## src/rtl/core/wbps_pkg.sv

```systemverilog
// Shared types and constants of the wildcard byte pattern scanner.
// Used by every module of the block; depends on nothing.
`default_nettype none

package wbps_pkg;

    localparam int MAX_PATTERN_DEFAULT = 256;
    localparam int EVENT_QUEUE_DEPTH   = 4;

    localparam logic [7:0] WILDCARD = 8'hFF;

    // Item kinds.
    localparam logic KIND_LOAD = 1'b0;
    localparam logic KIND_BYTE = 1'b1;

    // Configuration register indexes.
    localparam logic [7:0] CFG_BASE_ADDRESS   = 8'd0;
    localparam logic [7:0] CFG_PATTERN_LENGTH = 8'd1;

    // One scan outcome handed from the front end to the back end.
    typedef struct packed {
        logic        found;
        logic [31:0] offset;
    } t_event;

    // Write side of the event queue.
    typedef struct packed {
        logic   push;
        t_event ev;
    } t_event_push;

endpackage

`default_nettype wire

```

## src/rtl/core/wbps_front.sv

```systemverilog
// Front end: pattern store, parallel partial-match bits and byte counter.
// Depends on wbps_pkg.
`default_nettype none

module wbps_front #(
    parameter int MAX_PATTERN = wbps_pkg::MAX_PATTERN_DEFAULT
) (
    input  wire                        i_clk,
    input  wire                        i_rst_n,
    input  wire                        i_accept,
    input  wire                        i_kind,
    input  wire  [7:0]                 i_pattern_index,
    input  wire  [7:0]                 i_pattern_value,
    input  wire  [7:0]                 i_data_byte,
    input  wire                        i_last_byte,
    input  wire  [63:0]                i_base_address,
    input  wire  [7:0]                 i_pattern_length,
    output wbps_pkg::t_event_push      o_push
);
    import wbps_pkg::*;

    // Only 256 entries can be addressed by an 8-bit index.
    localparam int PS = (MAX_PATTERN < 256) ? MAX_PATTERN : 256;
    localparam int IW = (PS > 1) ? $clog2(PS) : 1;

    logic [7:0]    r_store [PS];
    logic [PS-1:0] r_pm;
    logic [PS-1:0] n_pm;
    logic [31:0]   r_off;
    logic [31:0]   n_off;
    logic          r_rep;
    logic          n_rep;

    logic [PS-1:0] cand;
    logic [PS-1:0] hit_bits;
    logic [7:0]    len_m1;
    logic          scan_ok;
    logic          idx_ok;
    logic          hit;
    logic [31:0]   start;

    assign scan_ok = (i_base_address != 64'd0) && (i_pattern_length != 8'd0)
                     && (32'(i_pattern_length) < 32'(MAX_PATTERN));
    assign idx_ok  = 32'(i_pattern_index) < 32'(MAX_PATTERN);
    assign len_m1  = i_pattern_length - 8'd1;
    assign start   = r_off - 32'(len_m1);

    always_comb begin
        for (int j = 0; j < PS; j++) begin
            hit_bits[j] = (r_store[j] == WILDCARD) || (r_store[j] == i_data_byte);
        end
        cand[0] = hit_bits[0] && (i_pattern_length != 8'd0);
        for (int j = 1; j < PS; j++) begin
            cand[j] = (j < int'(i_pattern_length)) && r_pm[j-1] && hit_bits[j];
        end
    end

    assign hit = cand[len_m1[IW-1:0]];

    always_comb begin
        n_pm   = r_pm;
        n_off  = r_off;
        n_rep  = r_rep;
        o_push = '0;
        if (i_accept && (i_kind == KIND_BYTE)) begin
            if (scan_ok && !r_rep) begin
                n_pm = cand;
                if (hit) begin
                    o_push.push      = 1'b1;
                    o_push.ev.found  = 1'b1;
                    o_push.ev.offset = start;
                    n_rep            = 1'b1;
                end
            end
            if (i_last_byte) begin
                // The region closes; a not-found outcome goes out unless a match did.
                if (!n_rep) begin
                    o_push.push = 1'b1;
                    o_push.ev   = '0;
                end
                n_pm  = '0;
                n_off = 32'd0;
                n_rep = 1'b0;
            end else begin
                n_off = r_off + 32'd1;
            end
        end
    end

    always_ff @(posedge i_clk) begin
        if (!i_rst_n) begin
            r_pm  <= '0;
            r_off <= 32'd0;
            r_rep <= 1'b0;
        end else begin
            r_pm  <= n_pm;
            r_off <= n_off;
            r_rep <= n_rep;
        end
    end

    always_ff @(posedge i_clk) begin
        if (i_accept && (i_kind == KIND_LOAD) && idx_ok) begin
            r_store[i_pattern_index[IW-1:0]] <= i_pattern_value;
        end
    end

endmodule

`default_nettype wire

```

## src/rtl/core/wbps_queue.sv

```systemverilog
// Short event queue that decouples the front end from the back end.
// Depends on wbps_pkg.
`default_nettype none

module wbps_queue (
    input  wire                     i_clk,
    input  wire                     i_rst_n,
    input  wbps_pkg::t_event_push   i_push,
    input  wire                     i_pop,
    output wbps_pkg::t_event        o_head,
    output logic                    o_valid,
    output logic                    o_full
);
    import wbps_pkg::*;

    localparam int DEPTH = EVENT_QUEUE_DEPTH;
    localparam int PW    = $clog2(DEPTH);

    t_event        r_mem [DEPTH];
    logic [PW-1:0] r_wr_ptr;
    logic [PW-1:0] r_rd_ptr;
    logic [PW:0]   r_count;
    logic          do_push;
    logic          do_pop;

    assign do_push = i_push.push && !o_full;
    assign do_pop  = i_pop && o_valid;
    assign o_valid = r_count != '0;
    assign o_full  = r_count == (PW+1)'(DEPTH);
    assign o_head  = r_mem[r_rd_ptr];

    always_ff @(posedge i_clk) begin
        if (!i_rst_n) begin
            r_wr_ptr <= '0;
            r_rd_ptr <= '0;
            r_count  <= '0;
        end else begin
            if (do_push) begin
                r_wr_ptr <= r_wr_ptr + PW'(1);
            end
            if (do_pop) begin
                r_rd_ptr <= r_rd_ptr + PW'(1);
            end
            if (do_push && !do_pop) begin
                r_count <= r_count + (PW+1)'(1);
            end else if (do_pop && !do_push) begin
                r_count <= r_count - (PW+1)'(1);
            end
        end
    end

    always_ff @(posedge i_clk) begin
        if (do_push) begin
            r_mem[r_wr_ptr] <= i_push.ev;
        end
    end

endmodule

`default_nettype wire

```

## src/rtl/core/wbps_back.sv

```systemverilog
// Back end: forms the match address and holds the result output register.
// Depends on wbps_pkg.
`default_nettype none

module wbps_back (
    input  wire                 i_clk,
    input  wire                 i_rst_n,
    input  wbps_pkg::t_event    i_head,
    input  wire                 i_head_valid,
    output logic                o_head_pop,
    input  wire  [63:0]         i_base_address,
    input  wire                 i_pop,
    output logic                o_valid,
    output logic                o_found,
    output logic [63:0]         o_match_address,
    output logic [31:0]         o_match_offset
);
    import wbps_pkg::*;

    logic r_valid;

    assign o_head_pop = i_head_valid && (!r_valid || i_pop);
    assign o_valid    = r_valid;

    always_ff @(posedge i_clk) begin
        if (!i_rst_n) begin
            r_valid <= 1'b0;
        end else if (o_head_pop) begin
            r_valid <= 1'b1;
        end else if (i_pop) begin
            r_valid <= 1'b0;
        end
    end

    always_ff @(posedge i_clk) begin
        if (o_head_pop) begin
            o_found         <= i_head.found;
            o_match_offset  <= i_head.offset;
            o_match_address <= i_head.found ? (i_base_address + 64'(i_head.offset))
                                            : 64'd0;
        end
    end

endmodule

`default_nettype wire

```

## src/rtl/core/wildcard_byte_pattern_scan.sv

```systemverilog
// Top level of the wildcard byte pattern scanner: configuration registers,
// front end, event queue and back end. Depends on wbps_pkg and the wbps_* modules.
//
// Usage. Items enter through a queue-like port: a beat is taken at a rising
// edge with push high and full low. An item either loads one pattern entry
// (kind 0; an entry of 0xFF matches any byte) or delivers one memory byte
// (kind 1, last_byte marks the end of the region). Results leave through a
// second queue-like port: the oldest result sits on the result ports while
// empty is low and is taken at an edge with pop high. Each region gives one
// result: the first full match (found, offset and base plus offset), or a
// not-found result on its final byte. base_address and pattern_length are set
// through the configuration channel, which is always ready; the user must set
// them only while the block is idle, which the block itself does not enforce.
// Throughput is one item per cycle while full is low; that figure is set by the
// partial-match register, whose new value depends on the previous one and is
// computed combinationally for every pattern position in parallel. A result
// reaches the result ports by way of the event queue: the outcome enters the
// event queue at the accepting edge and moves into the output register once
// that register is empty or being popped.
// Reset is synchronous; no clearing pass follows. When the receiver stalls,
// results wait in a four-entry queue behind the output register and full
// rises only once that queue fills.
`default_nettype none

module wildcard_byte_pattern_scan #(
    parameter int MAX_PATTERN = wbps_pkg::MAX_PATTERN_DEFAULT
) (
    input  wire         i_clk,
    input  wire         i_rst_n,
    // Item channel.
    input  wire         push,
    output logic        full,
    input  wire         i_kind,
    input  wire  [7:0]  i_pattern_index,
    input  wire  [7:0]  i_pattern_value,
    input  wire  [7:0]  i_data_byte,
    input  wire         i_last_byte,
    // Result channel.
    output logic        empty,
    input  wire         pop,
    output logic        o_found,
    output logic [63:0] o_match_address,
    output logic [31:0] o_match_offset,
    // Configuration write channel.
    input  wire         i_cfg_valid,
    output logic        o_cfg_ready,
    input  wire  [7:0]  i_cfg_index,
    input  wire  [63:0] i_cfg_data
);
    import wbps_pkg::*;

    logic [63:0] r_base_address;
    logic [7:0]  r_pattern_length;

    logic        in_accept;
    t_event_push ev_push;
    t_event      q_head;
    logic        q_valid;
    logic        q_pop;
    logic        res_valid;

    assign o_cfg_ready = 1'b1;
    assign in_accept   = push && !full;
    assign empty       = !res_valid;

    // Configuration registers; a beat to an unknown index is dropped.
    always_ff @(posedge i_clk) begin
        if (!i_rst_n) begin
            r_base_address   <= 64'd0;
            r_pattern_length <= 8'd0;
        end else if (i_cfg_valid && o_cfg_ready) begin
            unique case (i_cfg_index)
                CFG_BASE_ADDRESS:   r_base_address   <= i_cfg_data;
                CFG_PATTERN_LENGTH: r_pattern_length <= i_cfg_data[7:0];
                default: ;
            endcase
        end
    end

    wbps_front #(
        .MAX_PATTERN(MAX_PATTERN)
    ) u_front (
        .i_clk           (i_clk),
        .i_rst_n         (i_rst_n),
        .i_accept        (in_accept),
        .i_kind          (i_kind),
        .i_pattern_index (i_pattern_index),
        .i_pattern_value (i_pattern_value),
        .i_data_byte     (i_data_byte),
        .i_last_byte     (i_last_byte),
        .i_base_address  (r_base_address),
        .i_pattern_length(r_pattern_length),
        .o_push          (ev_push)
    );

    // The queue's full flag throttles the item channel, so no outcome is lost.
    wbps_queue u_queue (
        .i_clk  (i_clk),
        .i_rst_n(i_rst_n),
        .i_push (ev_push),
        .i_pop  (q_pop),
        .o_head (q_head),
        .o_valid(q_valid),
        .o_full (full)
    );

    wbps_back u_back (
        .i_clk          (i_clk),
        .i_rst_n        (i_rst_n),
        .i_head         (q_head),
        .i_head_valid   (q_valid),
        .o_head_pop     (q_pop),
        .i_base_address (r_base_address),
        .i_pop          (pop),
        .o_valid        (res_valid),
        .o_found        (o_found),
        .o_match_address(o_match_address),
        .o_match_offset (o_match_offset)
    );

    // A found result carries base plus offset, as the user, not the block, changes base only when idle.
    a_found_address: assert property (@(posedge i_clk) disable iff (!i_rst_n)
        (!empty && o_found) |-> (o_match_address == r_base_address + 64'(o_match_offset)))
        else $error("found result address does not equal base plus offset");

    // A not-found result carries zero address and offset.
    a_not_found_zero: assert property (@(posedge i_clk) disable iff (!i_rst_n)
        (!empty && !o_found) |-> (o_match_address == 64'd0 && o_match_offset == 32'd0))
        else $error("not-found result carries nonzero address or offset");

    // The cycle after reset, nothing is pending and items are taken.
    a_reset_state: assert property (@(posedge i_clk)
        $past(!i_rst_n) |-> (empty && !full))
        else $error("block not empty and ready after reset");

endmodule

`default_nettype wire

```

## config.mk

```make
export PLATFORM = sky130hd
export DESIGN_NAME = wildcard_byte_pattern_scan
export DESIGN_NICKNAME = d
export VERILOG_FILES = /design/src/rtl/core/wbps_pkg.sv /design/src/rtl/core/wbps_front.sv /design/src/rtl/core/wbps_queue.sv /design/src/rtl/core/wbps_back.sv /design/src/rtl/core/wildcard_byte_pattern_scan.sv
export SDC_FILE = /design/constraint.sdc
export NUM_CORES = 2
export LEC_CHECK = 0
export BUFFER_PORTS_ARGS = -buffer_cell sky130_fd_sc_hd__clkbuf_2
export CAP_MARGIN = 40
export CORE_MARGIN = 1
export CORE_UTILIZATION = 40
export DETAILED_ROUTE_END_ITERATION = 6
export GPL_TIMING_DRIVEN = 1
export HOLD_SLACK_MARGIN = 0.12
export PLACE_DENSITY = 0.65
export SYNTH_ARGS = -nofsm -noshare
export SYNTH_HDL_FRONTEND = slang
export SYNTH_HIERARCHICAL = 1
export SYNTH_SLANG_ARGS = --single-unit
```

## constraint.sdc

```tcl
create_clock -name i_clk -period 20.5 [get_ports i_clk]
set_input_delay 5.125 -clock i_clk [delete_from_list [all_inputs] [get_ports i_clk]]
set_output_delay 5.125 -clock i_clk [all_outputs]
set_load 0.02 [all_outputs]
```

After elaboration in Yosys (flattened, before gate mapping)
Memory sizes are Yosys's and may differ from the RTL's. A register that Yosys moved wholly into a read port is not among the register bits.
Index checks and enable logic that the tools add are counted.
Word-level totals
  register bits after elaboration: 464
  memory bits (writable): 2180
  memories: 2
  output and inout bits: 100
Memory list
  u_front.r_store: depth 256, bits a word 8, read ports 255, clocked after Yosys merged registers in 0, wr ports 1, RTL line wbps_front.sv:26  | logic [7:0] r_store [PS];
  u_queue.r_mem: depth 4, bits a word 33, read ports 1, clocked after Yosys merged registers in 1, wr ports 1, RTL line wbps_queue.sv:19  | t_event r_mem [DEPTH];
Operators by class
  add/sub/neg operators: 8
  order comparisons: 255
  mux-type cells: 24
  reductions and logical operators: 790
  bitwise gates (word level): 1
  eq/ne operators: 512
Operators by type and width (count)
  8-bit == test: 255
  8-bit == test (second input constant): 255
  8-bit less-than comparator (first input constant): 127
  1-bit logical AND: 519
  7-bit by 8-bit less-than comparator with 1-bit output (first input constant): 64
  254-bit two-way mux: 2
  1-bit logical OR: 256
  6-bit by 8-bit less-than comparator with 1-bit output (first input constant): 32
  34-bit two-way mux: 5
  5-bit by 8-bit less-than comparator with 1-bit output (first input constant): 16
  64-bit by 32-bit adder with 64-bit output: 1
  4-bit by 8-bit less-than comparator with 1-bit output (first input constant): 8
  64-bit nonzero test: 1
  32-bit by 1-bit adder with 32-bit output (second input constant): 1
  3-bit by 8-bit less-than comparator with 1-bit output (first input constant): 4
  32-bit two-way mux: 1
  32-bit by 8-bit subtractor with 32-bit output: 1
  2-bit by 8-bit less-than comparator with 1-bit output (first input constant): 2
  1-bit two-way mux: 11
  8-bit by 9-bit less-than comparator with 1-bit output (second input constant): 1
  1-bit binary-select mux with 8-bit select: 1
  8-bit by 1-bit == test with 1-bit output (second input constant): 1
  8-bit logical NOT: 1
  1-bit by 8-bit less-than comparator with 1-bit output (first input constant): 1
  13 further kinds: 24

Depth between registers and ports, before layout
An unclocked memory read counts as a cell.
  depth in word-level cells: 17
  depth in mapped cells: 27
  mapped depth without buffers: 20

Hierarchy
Netlist, hierarchy kept.
Modules (own cells, without submodules)
  wbps_front: cells each 8229, instances 1, area an instance 108833.1 um2
  wbps_back: cells each 550, instances 1, area an instance 5913.2 um2
  wbps_queue: cells each 221, instances 1, area an instance 5298.8 um2
  wildcard_byte_pattern_scan: cells each 312, instances 1, area an instance 2877.8 um2

Worst setup path after synthesis
No wires, ideal clock.
  path kind: input to register
  start: input port pop
  end: register u_queue.r_count[2]
  setup time: 0.076 ns
  path slack: 9.275 ns
  stages: 9
  required time: 20.424 ns
  arrival time: 11.150 ns
  path through: nor2b_1 -> nor2b_1 -> o31ai_2 -> ha_1 -> inv_1 -> fa_1 -> xor2_1 -> or3_1 -> a21boi_0
Between the ends
  word-level cells in the longest chain between the ends: 6
RTL lines
  start: declaration: RTL line wildcard_byte_pattern_scan.sv:40  | input wire pop,
  1-bit logical OR (*): RTL line wbps_back.sv:22  | assign o_head_pop = i_head_valid && (!r_valid || i_pop);
  1-bit logical AND (*): RTL line wbps_back.sv:22
  net q_pop: RTL line wildcard_byte_pattern_scan.sv:59  | logic q_pop;
  1-bit logical AND (*): RTL line wbps_queue.sv:27  | assign do_pop = i_pop && o_valid;
  1-bit logical NOT: RTL line wbps_queue.sv:44  | if (do_push && !do_pop) begin
  1-bit logical AND: RTL line wbps_queue.sv:44
  3-bit two-way mux / 2-bit nonzero test (equally long branches)
  end signal: assignment: RTL line wbps_queue.sv:45  | r_count <= r_count + (PW+1)'(1);
  end signal: assignment: RTL line wbps_queue.sv:47  | r_count <= r_count - (PW+1)'(1);
  end: declaration: RTL line wbps_queue.sv:22  | logic [PW:0] r_count;
The timed path passes the listed nets; every way through them passes the cells marked *.
A chain may end at the register's enable or synchronous reset.

==> results.py <==
metrics = {
    "timing": {
        "max_slew_margin": 0.294,
        "worst_pin_slew_ns": 1.06,
        "skew_ns": 0.0864,
        "setup_tns_ns": 0,
        "finalCritPeriodShare": 0.596,
        "slew_viol_final": 0,
        "fmax_mhz": 81.8,
        "hold_viol_final": 0,
        "rsz0062_at_grt": "false",
        "period_needed_ns": 12.22,
        "setup_viol_count_final": 0,
        "whs_ns": 0.473,
    },
    "finish": {
        "fin_cells": 13842,
        "fin_nets": 9661,
        "drive_above_1_share": 0.0984,
        "fillers": 27063,
        "area_growth_pct": 11.7,
    },
    "detailed_routing": {
        "dr_total_vias": 82900,
        "route.detailed.drc": 0,
        "first_iter_violations": 10420,
        "ant_nets": 0,
        "via_per_inst": 5.99,
        "dr.pass1.iters": 6,
        "routed_wl_um": 389000,
        "wl_per_cell_um": 28.1,
    },
    "synthesis": {
        "synth_top_area_cell": "edfxtp_1",
        "yosysMostFrequentCell": "edfxtp_1",
        "synth_edf_count": 2269,
        "yosys.area.top_type_share": 0.554,
        "synthXorXnorAreaFrac": 0.152,
        "synthTopCellsByArea": "edfxtp_1, xnor2_1, xor2_1",
        "syn-instance-count": 9312,
        "ys_seq_area_frac": 0.614,
        "synth_area_per_cell_um2": 13.2,
        "muxShareOfSynthArea": 0.0137,
        "ys_ff_latch": 2638,
        "synth_common_cells": "edfxtp_1, xnor2_1, xor2_1, nand4_1, nor2_1",
        "yosysWarnings": 6,
        "synth-compound-area-share": 0.0648,
        "synth_area_um2": 123000,
        "syn-num-nets": 9468,
        "yosysUniqueCellTypes": 113,
        "synth_top_family_by_area": "XOR/XNOR gates",
        "synthArstFlopShare": 0,
        "synthAdderAreaFrac": 0.00558,
        "synth-simple-area-share": 0.118,
        "ys.flop_type": "edfxtp_1",
    },
    "clocking": {
        "cts_tree": "yes",
        "cts_setup_buffers": 0,
        "insertion_delay_ns": 0.91,
        "cts_buffer_depth": 4,
        "holdBufCountCts": 0,
        "clk_pin_slew_ns": 0.06,
        "numCtsBuffers": 290,
        "cts_max_level": 5,
        "clkSinkCount": 2638,
        "cts_root_buffer": "clkbuf_16",
        "cts_resized": 0,
    },
    "status": {
        "status": "finished clean",
    },
    "global_route": {
        "grt_pass1_wl_um": 558000,
        "grt_max_degree": 123,
        "gr-total-overflow": 0,
        "gr-usage-all-layers": 0.244,
        "grt_antenna_before_repair": 26,
        "grt_pass1_vias": 81889,
    },
    "pwr": {
        "leakagePower_nw": 42.8,
        "powerDensity_nw_per_um2": 88.2,
        "total_power_mw": 12.1,
        "ir_drop_v": 0.0000678,
    },
    "floorplan": {
        "die_y_um": 556,
        "initial_utilization": 0.402,
        "core-area_um2": 306000,
        "die_area_um2": 310000,
        "io_pins": 203,
        "die_width_um": 556,
        "rows": 203,
    },
    "worst_setup_path": {
        "worst-endpoint-arrival_ns": 12.99,
        "startpoint_type": "input pin",
        "required_ns": 21.27,
        "worstSetupEndpointType": "flop",
        "crit_fanout": 87,
        "r2r_slack_ns": 12.40,
        "crit_type": "input pin to flop",
    },
    "placed_design": {
        "port-buffer-count": 201,
        "dp_hpwl_um": 238000,
        "place_inst": 13311,
        "globalplace.congestion": 0.940,
    },
    "run": {
        "max_cap_viol_count": 0,
    },
    "worst_hold_path": {
        "hp-class": "flop to flop",
    },
}
routing by layer:
metal	wire length (um)	up-vias	global-route usage
li1	-	35381	-
met1	147000	41672	0.303
met2	178000	4698	0.394
met3	38500	1123	0.0513
met4	25600	26	0.141
met5	172	-	0
kinds of logic (layout without fill, tap and decap cells):
kind of cell    after synthesis  count (layout)
compound gates             1115            1115
mux                         124             124
fa+ha+maj                    53              53
flops                      2638            2638
xor+xnor                   2127            2127
buf+inv                     579             997
other cells                   1              13
simple gates               2675            2675
registers in the layout (all words and copies together) (netlist names), 2 cells and up, named ones only:
register and flops:
u_back/o_match_offset 32, u_queue/r_rd_ptr 2, u_front/r_store 2040, u_front/r_pm 254, r_pattern_length 8, u_back/o_match_address 64, u_queue/r_mem 132, u_queue/r_count 3
r_base_address 64, u_queue/r_wr_ptr 2, u_front/r_off 32
cell type report:
class	count	area [um^2]	area share
antenna	12	30.0	0.000219
clock buffer	370	7780	0.0567
clock inverter	147	1510	0.0110
inverter	51	193	0.00140
multi-input combinational	6095	43600	0.318
sequential	2638	75500	0.550
tap	4100	5130	0.0374
timing repair buffer	429	3480	0.0253
path summary, 6_finish.rpt:
kind                       startpoint                  to  cells after the start
hold / removal      u_front/r_pm[250]   u_front/r_pm[250]                      2
setup reg to reg  r_pattern_length[0]  u_queue/r_count[2]                     21
setup / recovery       i_data_byte[2]  u_queue/r_count[2]                     22
hold reg to reg     u_front/r_pm[250]   u_front/r_pm[250]                      2
critical path, stage by stage:
cell	delay [ns]
buf_8	0.66
buf_4	0.78
buf_12	0.69
buf_4	0.78
xor2_1	0.23
nor4_1	0.07
a21oi_1	0.46
nor3_1	0.11
o21ai_0	0.37
o2111ai_1	0.16
a2111oi_0	0.71
o211ai_1	0.38
a32oi_4	0.25
buf_4	0.39
o22ai_1	0.21
nor2b_1	0.28
ha_1	0.27
inv_1	0.07
fa_1	0.18
xor2_1	0.08
or3_1	0.31
a21boi_0	0.16
cells in the final DEF (no fill, tap or decap), drive strengths merged, types with 155 or more instances in the layout:
cell / instances
buf: 245
xnor2: 1212
nor2: 594
nor4: 263
nor2b: 266
nand4: 846
xor2: 915
nand2: 317
o22ai: 155
clkbuf: 554
a21oi: 222
edfxtp: 2269
a22oi: 251
dfxtp: 369
power by group:
| group | internal [mW] | total [mW] | switching [mW] | leakage, nW |
|---|---|---|---|---|
| Combinational | 0.281 | 0.966 | 0.685 | 14.6 |
| Sequential | 5.96 | 6.01 | 0.0520 | 23.7 |
| Clock | 2.96 | 5.13 | 2.17 | 4.52 |
| Total | 9.20 | 12.1 | 2.90 | 42.8 |
through the flow:
step                       util  cell area, um^2  setup WS, ns
after floorplan               -           123000          9.27
after global placement    0.415           127000          7.67
after detailed placement  0.418           128000          7.77
after CTS                 0.449           137000          8.67
after global routing      0.449           137000          8.31
final                     0.449           137000          8.28
Note: power is estimated with default switching activity, not from simulation.
